$ cat src/rtl/ctw_pkg.sv
// Shared types, codes and constants of the capacitive touch wheel decoder.
package ctw_pkg;

	localparam int CNT_W = 12;
	localparam int IDX_W = 4;
	localparam int ACT_W = 3;
	localparam int DUTY_W = 20;
	localparam int POS_W = 14;
	localparam int TOT_W = 32;
	localparam int CFG_IDX_W = 2;
	localparam int CFG_DATA_W = 12;

	typedef logic [CNT_W-1:0] count_t;
	typedef logic [IDX_W-1:0] sensor_t;

	// Result action codes.
	localparam logic [ACT_W-1:0] ACT_NOTHING = 3'd0;
	localparam logic [ACT_W-1:0] ACT_SET_DUTY = 3'd1;
	localparam logic [ACT_W-1:0] ACT_CLEAR = 3'd2;
	localparam logic [ACT_W-1:0] ACT_RELEASE = 3'd3;
	localparam logic [ACT_W-1:0] ACT_TIMEOUT = 3'd4;
	localparam logic [ACT_W-1:0] ACT_OVERRUN = 3'd5;

	// Configuration register indexes.
	localparam logic [CFG_IDX_W-1:0] REG_THRESHOLD = 2'd0;
	localparam logic [CFG_IDX_W-1:0] REG_DEB_LENGTH = 2'd1;
	localparam logic [CFG_IDX_W-1:0] REG_DEB_ENABLE = 2'd2;
	localparam logic [CFG_IDX_W-1:0] REG_LED_GAIN = 2'd3;

	// Output of the shared subtract and compare unit.
	typedef struct packed {
		count_t diff;
		logic   lt;
	} alu_res_t;

	// Control of the winner ring.
	typedef struct packed {
		logic    release_all;
		logic    wr;
		sensor_t wdata;
	} ring_ctrl_t;

endpackage

$ cat src/rtl/ctw_alu.sv
// Shared subtract and compare unit of the touch wheel decoder.
module ctw_alu (
	input  ctw_pkg::count_t   a,
	input  ctw_pkg::count_t   b,
	output ctw_pkg::alu_res_t res
);
	import ctw_pkg::*;

	logic [CNT_W:0] full;

	// The borrow out of a - b tells a < b; the low bits are the difference.
	assign full = {1'b0, a} - {1'b0, b};
	assign res.diff = full[CNT_W-1:0];
	assign res.lt = full[CNT_W];

endmodule

$ cat src/rtl/ctw_ring.sv
// Ring of recent winning sensors with its write pointer and agreement flag.
module ctw_ring #(
	parameter int DEPTH = 4
) (
	input  logic                clk,
	input  logic                arst_n,
	input  ctw_pkg::ring_ctrl_t ctrl,
	output logic                agree
);
	import ctw_pkg::*;

	localparam int PW = $clog2(DEPTH);

	sensor_t       ring_q [DEPTH];
	logic [PW-1:0] ptr_q;

	always_ff @(posedge clk or negedge arst_n) begin
		if (!arst_n) begin
			for (int i = 0; i < DEPTH; i++) begin
				ring_q[i] <= '0;
			end
			ptr_q <= '0;
		end else if (ctrl.release_all) begin
			// A release fills the ring with distinct values so it cannot agree.
			for (int i = 0; i < DEPTH; i++) begin
				ring_q[i] <= IDX_W'(i);
			end
		end else if (ctrl.wr) begin
			ring_q[ptr_q] <= ctrl.wdata;
			if (ptr_q == PW'(DEPTH - 1)) begin
				ptr_q <= '0;
			end else begin
				ptr_q <= ptr_q + 1'b1;
			end
		end
	end

	always_comb begin
		agree = 1'b1;
		for (int i = 0; i + 1 < DEPTH; i++) begin
			if (ring_q[i] != ring_q[i+1]) begin
				agree = 1'b0;
			end
		end
	end

endmodule

$ cat src/rtl/cap_touch_wheel_decoder.sv
// Top level of the capacitive touch wheel decoder: sequencer, sensor stores and result register.
// A timeout, overrun or flagless item goes from idle to the output state, a debounce-held
// touch via decode; a decoded touch then via max scan, ring, check, neighbors, difference and
// multiply (output after check if the ring disagrees); no-touch adds the false-release scan.
// The one shared subtract and compare unit walks the sensors one per cycle in each scan.
// No new item is taken until the last result is loaded; in_ready is high only in the idle state.
// Reset clears stores, counters and the ring and resets all registers but the result payload.
module cap_touch_wheel_decoder #(
	parameter int N_SENSORS = 6,
	parameter int CHAIN_DEPTH = 4,
	parameter int SLICE_SPAN = 30
) (
	input  logic                                  clk,
	input  logic                                  arst_n,
	// Configuration write port.
	input  logic                                  cfg_we,
	input  logic [ctw_pkg::CFG_IDX_W-1:0]         cfg_index,
	input  logic [ctw_pkg::CFG_DATA_W-1:0]        cfg_data,
	// Event channel.
	input  logic                                  in_valid,
	output logic                                  in_ready,
	input  logic                                  yes_touch,
	input  logic                                  no_touch,
	input  logic                                  timed_out,
	input  logic                                  overran,
	input  ctw_pkg::sensor_t                      sensor_index,
	input  ctw_pkg::count_t                       sensor_count,
	// Result channel.
	output logic                                  out_valid,
	input  logic                                  out_ready,
	output logic [ctw_pkg::ACT_W-1:0]             action,
	output ctw_pkg::sensor_t                      winner_index,
	output logic [ctw_pkg::DUTY_W-1:0]            duty_value,
	output logic signed [ctw_pkg::POS_W-1:0]      wheel_position,
	output logic [ctw_pkg::TOT_W-1:0]             timeout_total,
	output logic [ctw_pkg::TOT_W-1:0]             overrun_total
);
	import ctw_pkg::*;

	localparam int SIW = $clog2(N_SENSORS);

	// Sequencer states.
	localparam logic [3:0] S_IDLE = 4'd0;
	localparam logic [3:0] S_FR   = 4'd1;
	localparam logic [3:0] S_DEC  = 4'd2;
	localparam logic [3:0] S_MAX  = 4'd3;
	localparam logic [3:0] S_RING = 4'd4;
	localparam logic [3:0] S_CHK  = 4'd5;
	localparam logic [3:0] S_NBL  = 4'd6;
	localparam logic [3:0] S_NBR  = 4'd7;
	localparam logic [3:0] S_DIFF = 4'd8;
	localparam logic [3:0] S_MUL  = 4'd9;
	localparam logic [3:0] S_OUT  = 4'd10;

	// Configuration registers.
	count_t     thr_q;
	logic [7:0] deb_len_q;
	logic       deb_en_q;
	logic [7:0] gain_q;

	// Sensor stores and decoder state.
	count_t          raw_q   [N_SENSORS];
	count_t          touch_q [N_SENSORS];
	logic [SIW-1:0]  cur_q;
	logic [7:0]      deb_cnt_q;
	logic            deb_done_q;
	logic [TOT_W-1:0] tmo_cnt_q;
	logic [TOT_W-1:0] ovr_cnt_q;

	// Working registers of the item in flight.
	logic [3:0]      st_q;
	logic            yes_q;
	logic            fr_q;
	count_t          cnt_q;
	logic [SIW-1:0]  n_q;
	logic [SIW-1:0]  w_q;
	count_t          best_q;
	count_t          nl_q;
	count_t          nsel_q;
	logic            left_q;
	count_t          diff_q;
	logic [ACT_W-1:0] act_q;
	logic [DUTY_W-1:0] duty_q;
	logic [POS_W-1:0] pos_q;

	// Result register.
	logic              out_valid_q;
	logic [ACT_W-1:0]  out_act_q;
	sensor_t           out_win_q;
	logic [DUTY_W-1:0] out_duty_q;
	logic [POS_W-1:0]  out_pos_q;
	logic [TOT_W-1:0]  out_tmo_q;
	logic [TOT_W-1:0]  out_ovr_q;

	logic           in_xfer;
	logic           out_load;
	logic           idx_ok;
	logic           last_n;
	logic [SIW-1:0] left_idx;
	logic [SIW-1:0] right_idx;
	logic [SIW-1:0] tc_addr;
	count_t         tc_rd;
	count_t         alu_a;
	count_t         alu_b;
	alu_res_t       alu_res;
	ring_ctrl_t     ring_ctrl;
	logic           agree;
	logic [8:0]     deb_next;
	logic [POS_W-1:0] span_lo;
	logic [POS_W-1:0] span_hi;

	assign in_ready = (st_q == S_IDLE);
	assign in_xfer = in_valid && in_ready;
	assign idx_ok = ({1'b0, sensor_index} < (IDX_W + 1)'(N_SENSORS));
	assign last_n = (n_q == SIW'(N_SENSORS - 1));

	// The result register takes a new result when it is empty or being emptied.
	assign out_load = (st_q == S_OUT) && (!out_valid_q || out_ready);

	// Neighbors of the winner on the closed wheel.
	assign left_idx = (w_q == '0) ? SIW'(N_SENSORS - 1) : w_q - 1'b1;
	assign right_idx = (w_q == SIW'(N_SENSORS - 1)) ? '0 : w_q + 1'b1;

	// The touch store has one read port; the sequencer picks its address.
	always_comb begin
		case (st_q)
			S_NBL:   tc_addr = left_idx;
			S_NBR:   tc_addr = right_idx;
			default: tc_addr = n_q;
		endcase
	end
	assign tc_rd = touch_q[tc_addr];

	// Operand selection for the shared unit.
	always_comb begin
		case (st_q)
			S_FR: begin
				alu_a = raw_q[n_q];
				alu_b = thr_q;
			end
			S_MAX: begin
				alu_a = best_q;
				alu_b = tc_rd;
			end
			S_NBR: begin
				alu_a = nl_q;
				alu_b = tc_rd;
			end
			default: begin
				alu_a = best_q;
				alu_b = nsel_q;
			end
		endcase
	end

	ctw_alu u_alu (
		.a   (alu_a),
		.b   (alu_b),
		.res (alu_res)
	);

	assign deb_next = {1'b0, deb_cnt_q} + 9'd1;

	// Ring control: written once per decoded touch, refilled on a real release.
	always_comb begin
		ring_ctrl.wr = (st_q == S_RING);
		ring_ctrl.wdata = IDX_W'(w_q);
		ring_ctrl.release_all = (st_q == S_DEC) && !(yes_q || fr_q);
	end

	ctw_ring #(
		.DEPTH (CHAIN_DEPTH)
	) u_ring (
		.clk    (clk),
		.arst_n (arst_n),
		.ctrl   (ring_ctrl),
		.agree  (agree)
	);

	// Slice boundaries around the winner.
	assign span_lo = POS_W'(w_q) * POS_W'(SLICE_SPAN);
	assign span_hi = span_lo + POS_W'(SLICE_SPAN);

	// Configuration writes.
	always_ff @(posedge clk or negedge arst_n) begin
		if (!arst_n) begin
			thr_q <= '0;
			deb_len_q <= 8'd4;
			deb_en_q <= 1'b1;
			gain_q <= 8'd1;
		end else if (cfg_we) begin
			case (cfg_index)
				REG_THRESHOLD:  thr_q <= cfg_data[CNT_W-1:0];
				REG_DEB_LENGTH: deb_len_q <= cfg_data[7:0];
				REG_DEB_ENABLE: deb_en_q <= cfg_data[0];
				REG_LED_GAIN:   gain_q <= cfg_data[7:0];
				default: ;
			endcase
		end
	end

	// Sequencer and decoder state.
	always_ff @(posedge clk or negedge arst_n) begin
		if (!arst_n) begin
			st_q <= S_IDLE;
			for (int i = 0; i < N_SENSORS; i++) begin
				raw_q[i] <= '0;
				touch_q[i] <= '0;
			end
			cur_q <= '0;
			deb_cnt_q <= '0;
			deb_done_q <= 1'b0;
			tmo_cnt_q <= '0;
			ovr_cnt_q <= '0;
			yes_q <= 1'b0;
			fr_q <= 1'b0;
			cnt_q <= '0;
			n_q <= '0;
			w_q <= '0;
			best_q <= '0;
			nl_q <= '0;
			nsel_q <= '0;
			left_q <= 1'b0;
			diff_q <= '0;
			act_q <= ACT_NOTHING;
			duty_q <= '0;
			pos_q <= '0;
			out_valid_q <= 1'b0;
		end else begin
			if (out_load) begin
				out_valid_q <= 1'b1;
			end else if (out_ready) begin
				out_valid_q <= 1'b0;
			end
			case (st_q)
				S_IDLE: begin
					if (in_xfer) begin
						yes_q <= yes_touch;
						cnt_q <= sensor_count;
						fr_q <= 1'b0;
						n_q <= '0;
						act_q <= ACT_NOTHING;
						w_q <= '0;
						duty_q <= '0;
						pos_q <= '0;
						if (idx_ok) begin
							cur_q <= sensor_index[SIW-1:0];
							raw_q[sensor_index[SIW-1:0]] <= sensor_count;
						end
						// Touch and no-touch win over timeout, timeout over overrun.
						if (yes_touch) begin
							st_q <= S_DEC;
						end else if (no_touch) begin
							st_q <= S_FR;
						end else if (timed_out) begin
							tmo_cnt_q <= tmo_cnt_q + 1'b1;
							act_q <= ACT_TIMEOUT;
							st_q <= S_OUT;
						end else if (overran) begin
							ovr_cnt_q <= ovr_cnt_q + 1'b1;
							act_q <= ACT_OVERRUN;
							st_q <= S_OUT;
						end else begin
							st_q <= S_OUT;
						end
					end
				end
				S_FR: begin
					// A no-touch while any sensor still reads below threshold is a false release.
					if (alu_res.lt) begin
						fr_q <= 1'b1;
					end
					n_q <= n_q + 1'b1;
					if (last_n) begin
						st_q <= S_DEC;
					end
				end
				S_DEC: begin
					n_q <= '0;
					if (yes_q || fr_q) begin
						if (deb_en_q && !deb_done_q && (deb_next < {1'b0, deb_len_q})) begin
							deb_cnt_q <= deb_next[7:0];
							st_q <= S_OUT;
						end else begin
							if (deb_en_q && !deb_done_q) begin
								deb_cnt_q <= '0;
								deb_done_q <= 1'b1;
							end
							touch_q[cur_q] <= cnt_q;
							st_q <= S_MAX;
						end
					end else begin
						deb_cnt_q <= '0;
						deb_done_q <= 1'b0;
						act_q <= ACT_RELEASE;
						st_q <= S_OUT;
					end
				end
				S_MAX: begin
					// Strictly larger replaces the winner, so ties keep the lower index.
					if (n_q == '0 || alu_res.lt) begin
						w_q <= n_q;
						best_q <= tc_rd;
					end
					n_q <= n_q + 1'b1;
					if (last_n) begin
						st_q <= S_RING;
					end
				end
				S_RING: begin
					st_q <= S_CHK;
				end
				S_CHK: begin
					if (agree) begin
						st_q <= S_NBL;
					end else begin
						act_q <= ACT_CLEAR;
						w_q <= '0;
						st_q <= S_OUT;
					end
				end
				S_NBL: begin
					nl_q <= tc_rd;
					st_q <= S_NBR;
				end
				S_NBR: begin
					left_q <= !alu_res.lt;
					nsel_q <= alu_res.lt ? tc_rd : nl_q;
					st_q <= S_DIFF;
				end
				S_DIFF: begin
					diff_q <= alu_res.diff;
					st_q <= S_MUL;
				end
				S_MUL: begin
					duty_q <= DUTY_W'(gain_q) * DUTY_W'(diff_q);
					if (left_q) begin
						pos_q <= POS_W'(diff_q) + span_lo;
					end else begin
						pos_q <= span_hi - POS_W'(diff_q);
					end
					act_q <= ACT_SET_DUTY;
					st_q <= S_OUT;
				end
				S_OUT: begin
					// Hand the result over once the result register is free.
					if (out_load) begin
						st_q <= S_IDLE;
					end
				end
				default: begin
					st_q <= S_IDLE;
				end
			endcase
		end
	end

	// Result payload; loaded together with out_valid_q.
	always_ff @(posedge clk) begin
		if (out_load) begin
			out_act_q <= act_q;
			out_win_q <= IDX_W'(w_q);
			out_duty_q <= duty_q;
			out_pos_q <= pos_q;
			out_tmo_q <= tmo_cnt_q;
			out_ovr_q <= ovr_cnt_q;
		end
	end

	assign out_valid = out_valid_q;
	assign action = out_act_q;
	assign winner_index = out_win_q;
	assign duty_value = out_duty_q;
	assign wheel_position = signed'(out_pos_q);
	assign timeout_total = out_tmo_q;
	assign overrun_total = out_ovr_q;

	// An accepted event always keeps the sequencer busy for the next cycle.
	a_busy_after_xfer: assert property (@(posedge clk) disable iff (!arst_n)
		in_xfer |=> !in_ready)
		else $error("event channel ready right after a transfer");

	// Only a set-duty result carries a winner, a duty and a position.
	a_fields_zero: assert property (@(posedge clk) disable iff (!arst_n)
		(out_valid && action != ACT_SET_DUTY) |->
			(duty_value == '0 && wheel_position == '0 && winner_index == '0))
		else $error("non-zero decode fields on a result other than set duty");

	// The timeout counter moves only on the transfer of an event.
	a_tmo_on_xfer: assert property (@(posedge clk) disable iff (!arst_n)
		(tmo_cnt_q != $past(tmo_cnt_q)) |-> $past(in_xfer && timed_out))
		else $error("timeout counter changed without a timeout event");

	// The sensor scan never runs past the last sensor.
	a_scan_range: assert property (@(posedge clk) disable iff (!arst_n)
		(st_q == S_MAX || st_q == S_FR) |->
			({1'b0, n_q} < (SIW + 1)'(N_SENSORS)))
		else $error("sensor scan index out of range");

endmodule

$ cat config.mk
export PLATFORM = sky130hd
export DESIGN_NAME = cap_touch_wheel_decoder
export DESIGN_NICKNAME = d
export VERILOG_FILES = /design/src/rtl/ctw_pkg.sv /design/src/rtl/ctw_alu.sv /design/src/rtl/ctw_ring.sv /design/src/rtl/cap_touch_wheel_decoder.sv
export SDC_FILE = /design/constraint.sdc
export NUM_CORES = 1
export LEC_CHECK = 0
export ABC_AREA = 1
export BUFFER_PORTS_ARGS = -buffer_cell sky130_fd_sc_hd__buf_2
export CAP_MARGIN = 20
export CORE_MARGIN = 3
export CORE_UTILIZATION = 62
export CTS_CLUSTER_SIZE = 16
export DETAILED_ROUTE_END_ITERATION = 16
export PLACE_DENSITY_LB_ADDON = 0.15
export SLEW_MARGIN = 5
export SYNTH_ARGS = -nofsm -noshare
export SYNTH_HDL_FRONTEND = slang
export SYNTH_SLANG_ARGS = --single-unit
$ cat constraint.sdc
create_clock -name clk -period 8.3 [get_ports clk]
set_clock_uncertainty 0.2 [all_clocks]
set_input_delay 1.66 -clock clk [delete_from_list [all_inputs] [get_ports clk]]
set_output_delay 1.66 -clock clk [all_outputs]
set_load 0.01 [all_outputs]
-- Word-level counts from Yosys, hierarchy flattened
Index checks and enable logic that the tools add are counted.
- flip-flop bits (word level): 482
- output and inout port bits: 107
- bits of input ports: 39
- equal/unequal tests: 30
- bitwise gates (word level): 10
- multiply operators: 2
- muxes and demuxes: 66
- magnitude comparators: 10
- reductions and logical operators: 47
- add/subtract/negate cells: 11
- operators with widths (operator ; number):
    72-bit bitwise mux ; 2
    12-bit two-way mux ; 7
    12-bit binary-select mux with 3-bit select ; 2
    12-bit demux with 3-bit select ; 2
    32-bit by 1-bit adder with 32-bit output (second input constant) ; 2
    12-bit one-hot mux with 2 select lines ; 2
    4-bit one-hot mux with 11 select lines ; 1
    4-bit two-way mux ; 10
    20-bit one-hot mux with 2 select lines ; 1
    3-bit two-way mux ; 12
    16-bit two-way mux ; 2
    14-bit two-way mux ; 2
    14-bit one-hot mux with 2 select lines ; 1
    8-bit two-way mux ; 3
    8-bit by 12-bit multiplier with 20-bit output ; 1
    20-bit two-way mux ; 1
    2-bit AND reduction ; 10
    3-bit one-hot mux with 3 select lines ; 2
    16-bit bitwise mux ; 1
    4-bit by 3-bit == test with 1-bit output (second input constant) ; 4
    4-bit greater-or-equal comparator (second input constant) ; 4
    3-bit NOT with 4-bit output ; 4
    2-bit != test (second input constant) ; 7
    12-bit by 8-bit adder with 13-bit output ; 1
    other kinds (44) ; 92

-- Longest topological paths before layout
- word-level depth: 12
- gate-level depth with buffers: 29

-- By module
Synthesis repeated with hierarchy kept, for this count alone.
- cell total of the unflattened synthesis: 3235
- area total of the unflattened synthesis: 26932.1 µm²
- modules (own cells, without submodules) (module ; cells each ; area an instance (µm²) ; sequential area each (µm²) ; instances):
    cap_touch_wheel_decoder ; 2978 ; 25289.3 ; 12135.4 ; 1
    ctw_ring ; 112 ; 900.9 ; 450.4 ; 1
    ctw_alu ; 145 ; 742.0 ; 0.0 ; 1

-- Least setup slack after synthesis
No wires, ideal clock.
- kind: input -> register
- start: input port out_ready
- end: register out_act_q[0], in the netlist action[0], enable pin
- arrival: 6018 ps
- path buffers: 0
- data required time: 7531 ps
- library setup time: 569 ps
- cell stages on the path: 2
- setup slack: 1513 ps
- cells stage by stage: nor2_1 -> nor2_1
- cells in the longest elaborated chain, start to end: 2
- ends and longest elaborated chain (element ; line ; source):
    from (decl) ; cap_touch_wheel_decoder.sv:30 ; input logic out_ready,
    1-bit logical OR ; cap_touch_wheel_decoder.sv:118 ; assign out_load = (st_q == S_OUT) && (!out_valid_q || out_ready);
    1-bit logical AND ; cap_touch_wheel_decoder.sv:118 ;
    via out_load ; cap_touch_wheel_decoder.sv:96 ; logic out_load;
    to (signal assigned) ; cap_touch_wheel_decoder.sv:361 ; out_act_q <= act_q;
    to (decl) ; cap_touch_wheel_decoder.sv:88 ; logic [ACT_W-1:0] out_act_q;
The timed path passes the listed nets, and every way through them passes these cells.
A chain may end at the register's enable or synchronous reset.

-- Worst setup path in the final report
- start: register w_q[0]
- end: register best_q[3]
- cells in the longest elaborated chain, start to end: 11
- elaborated cells between the ends (all ways): 15
- ends and longest elaborated chain (element ; line ; source):
    from (decl) ; cap_touch_wheel_decoder.sv:76 ; logic [SIW-1:0] w_q;
    from (signal assigned) ; cap_touch_wheel_decoder.sv:302 ; w_q <= n_q;
    3-bit by 1-bit adder with 3-bit output (tied with other cells) ; cap_touch_wheel_decoder.sv:122 ; assign right_idx = (w_q == SIW'(N_SENSORS - 1)) ? '0 : w_q + 1'b1;
    3-bit two-way mux (on tied branches) ; cap_touch_wheel_decoder.sv:122, cap_touch_wheel_decoder.sv:121 ;
    3-bit one-hot mux with 2 select lines * ; cap_touch_wheel_decoder.sv:126 ; case (st_q)
    3-bit NOT with 4-bit output (not written as such) * ; cap_touch_wheel_decoder.sv:132 ; assign tc_rd = touch_q[tc_addr];
    12-bit binary-select mux with 3-bit select * ; cap_touch_wheel_decoder.sv:132 ;
    12-bit two-way mux (not written as such) * (2 in a row) ; cap_touch_wheel_decoder.sv:132 ;
    12-bit one-hot mux with 2 select lines ; cap_touch_wheel_decoder.sv:136 ; case (st_q)
    12-bit by 12-bit subtractor with 13-bit output ; ctw_alu.sv:12 ; assign full = {1'b0, a} - {1'b0, b};
    1-bit logical OR ; cap_touch_wheel_decoder.sv:301 ; if (n_q == '0 || alu_res.lt) begin
    2-bit AND reduction (no line) ; - ;
    to (signal assigned) ; cap_touch_wheel_decoder.sv:303 ; best_q <= tc_rd;
    to (decl) ; cap_touch_wheel_decoder.sv:77 ; count_t best_q;
Every way passes the cells marked *; elsewhere a longest branch is shown, timed or not. The select of a mux whose other input is x is not followed.

==> flow_metrics.env <==
export IMPL_cts_buffers=50
export IMPL_final_hold_viol_count=0
export IMPL_synth_edf_count=104
export IMPL_ys_seq_area_share_pct=48.1
export IMPL_grt_pass1_vias=20718
export IMPL_grt_max_degree=132
export IMPL_period_share_pct=72.5
export IMPL_r2r_setup_slack_ps=2290
export IMPL_ys_top_cells_by_area="dfrtp_1, nand2_1, edfxtp_1"
export IMPL_place_inst=3627
export IMPL_cts_tree="yes"
export IMPL_dieHeight_um=211
export IMPL_overflow=0
export IMPL_dpl_hpwl_um=47400
export IMPL_dr_total_vias=20880
export IMPL_dr_pass1_iters=6
export IMPL_p_sw_uw=4840
export IMPL_syn_inst=3045
export IMPL_slew_viol_final=0
export IMPL_drc=0
export IMPL_io_pins=146
export IMPL_switching_share_pct=43.6
export IMPL_comb_power_share_pct=45.8
export IMPL_dieWidth_um=211
export IMPL_postPlaceCellArea_um2=27000
export IMPL_syn_avg_cell_area_um2=8.53
export IMPL_worstHoldPathType="register to register"
export IMPL_cellPowerDensity_nw_per_um2=385
export IMPL_wl_met2_um=31700
export IMPL_post_cts_resized=0
export IMPL_cts_setup_buffers=0
export IMPL_cts_clk_slew_worst_paths_ps=70
export IMPL_post_route_cell_area_um2=28800
export IMPL_maxCapViolCount=0
export IMPL_period_minus_slack_ps=6010
export IMPL_synth_cell_area_um2=26000
export IMPL_yosys_area_top_type="dfrtp_1"
export IMPL_layout_drive_gt1_share_pct=9.62
export IMPL_drt_total_wl_um=64900
export IMPL_yosysMostFrequentCell="nand2_1"
export IMPL_min_delay_start="duty_q[8]"
export IMPL_tns_ps=0
export IMPL_fin_ws_ps=2290
export IMPL_layout_cells_non_filler=3726
export IMPL_nets=3358
export IMPL_drt_iter0_markers=1650
export IMPL_core_um2=41100
export IMPL_antenna_found_initial=2
export IMPL_dieArea_um2=44400
export IMPL_synth_top_area_share_pct=35.8
export IMPL_syn_to_final_growth_pct=11.1
export IMPL_vias_per_cell=5.60
export IMPL_internal_power_uw=6260
export IMPL_ant_nets=0
export IMPL_max_freq_mhz=166
export IMPL_vdd_drop_max_mv=0.214
export IMPL_h_tree_depth=2
export IMPL_synth_fp_nets=3253
export IMPL_yosysWarnings=0
export IMPL_worstSetupEndpointType="register"
export IMPL_initial_core_util_pct=63.1
export IMPL_seq_power_share_pct=32.4
export IMPL_io_buffers=144
export IMPL_routed_top_layer="met4"
export IMPL_drt_met1_wl_um=27700
export IMPL_relSlewSlack_pct=30.6
export IMPL_ys_top_cells_by_count="nand2_1, inv_1, dfrtp_1"
export IMPL_path_class="register to register"
export IMPL_dpl_worst_slack_ps=2270
export IMPL_hold_buffers=0
export IMPL_grt_pass1_wl_um=106000
export IMPL_rr_startpoint="w_q[0]"
export IMPL_ys_seq_elements=478
export IMPL_status="finished, final reports clean"
export IMPL_critPathLaunch="w_q[0]"
export IMPL_grt_setup_unrepaired="no"
export IMPL_async_reset_ff_share_pct=78.2
export IMPL_track_usage_pct=29.6
export IMPL_tightest_slew_ps=1030
export IMPL_cp_max_fo=39
export IMPL_power_frac_clock_pct=21.7
export IMPL_final_util_pct=70.1
export IMPL_clockRootBuffer="clkbuf_16"
export IMPL_p_leak_uw=0.0143
export IMPL_setup_violations=0
export IMPL_wl_per_cell_um=17.4
export IMPL_synth_distinct_cells=56
export IMPL_globalplace_congestion=0.995
export IMPL_required_ps=8560
export IMPL_ys_flop_type="dfrtp_1"
export IMPL_rows=74
export IMPL_wl_met3_um=3420
export IMPL_start_kind="register"
export IMPL_clock_sinks=478
export IMPL_cts_buffer_depth=3
export IMPL_critPathArrivalTime_ps=6280
export IMPL_clk_latency_ps=600
-- layer usage --
layer,vias to the layer above,global-route usage [%]
met2,689,50.9
met3,122,3.55
li1,10003,-
met4,0,10.4
met1,10066,39.3
met5,-,0
-- registers in the layout (all words and copies together) (netlist names), 14 cells and up --
| register | flops |
|---|---|
| raw_q | 72 |
| touch_q | 72 |
| overrun_total | 32 |
| ovr_cnt_q | 32 |
| timeout_total | 32 |
| tmo_cnt_q | 32 |
| duty_q | 20 |
| duty_value | 20 |
| pos_q | 14 |
| wheel_position | 14 |
-- cell families (layout without fill, tap and decap cells) --
| kind of cell | after synthesis | in the layout | synth area share [%] |
|---|---|---|---|
| compound gates | 487 | 487 | 10.2 |
| xor+xnor | 78 | 78 | 2.63 |
| fa+ha+maj | 169 | 169 | 10.1 |
| buf+inv | 499 | 646 | 7.56 |
| flops | 478 | 478 | 48.1 |
| mux | 4 | 4 | 0.173 |
| other cells | 1 | 3 | 0.0144 |
| simple gates | 1329 | 1329 | 21.3 |
-- placed cells by master, fill, tap and decap left out, types with 24 or more instances in the layout --
cell,instances
nor3_1,24
xor2_1,50
nor2_1,194
nand2_1,869
buf_2,143
clkbuf_16,52
inv_1,387
nand3_1,151
ha_1,103
edfxtp_1,104
xnor2_1,28
nand4_1,24
a31oi_1,35
fa_1,66
a21oi_1,61
o21ai_0,312
dfrtp_1,371
-- power by group through the flow --
stage	clock network [µW]	registers, µW	logic [µW]
finish	2410	3600	5090
global route	2540	3670	5830
CTS	2440	3590	5030
detailed placement	0	3620	4990
global placement	0	3600	4910
floorplan	0	3410	3830
-- path summary, 6_finish.rpt --
path,endpoint,cells past startpoint
min in group asynchronous,ovr_cnt_q[27],1
max in group asynchronous,nl_q[0],2
setup / recovery,best_q[3],25
hold reg to reg,duty_value[8],0
hold / removal,duty_value[8],0
setup reg to reg,best_q[3],25
-- critical path, stage by stage (launching register included) --
cell	delay, ps
dfrtp_1	490
inv_1	240
ha_1	250
nand2_1	80
nand2_1	60
nand2_1	60
nand2_2	460
nand2_2	590
nand2_1	180
nand3_1	80
nand2_1	120
nand2_1	80
nand2_1	100
nand2_1	60
a21oi_1	150
ha_1	240
fa_1	210
inv_1	90
nand3_1	70
nand2_1	90
nand3_1	80
nand3_1	430
a21oi_2	880
inv_1	320
nand2_1	130
o21ai_0	100
-- area by class of cell --
cell class                 instances  area (µm²)
timing repair buffer             157         893
clock buffer                      60        1370
tap                              532         666
antenna                            2        5.00
clock inverter                    34         414
multi-input combinational       2068       11500
inverter                         395        1480
sequential                       478       12500
fill                            3236       12300
-- stage by stage --
step	hold slack, ps	total power, µW
2_1_floorplan	225	7240
3_3_place_gp	232	8510
3_5_place_dp	230	8610
4_1_cts	240	11100
5_1_grt	257	12000
6_report	242	11100
Note: power is estimated with default switching activity, not from simulation.
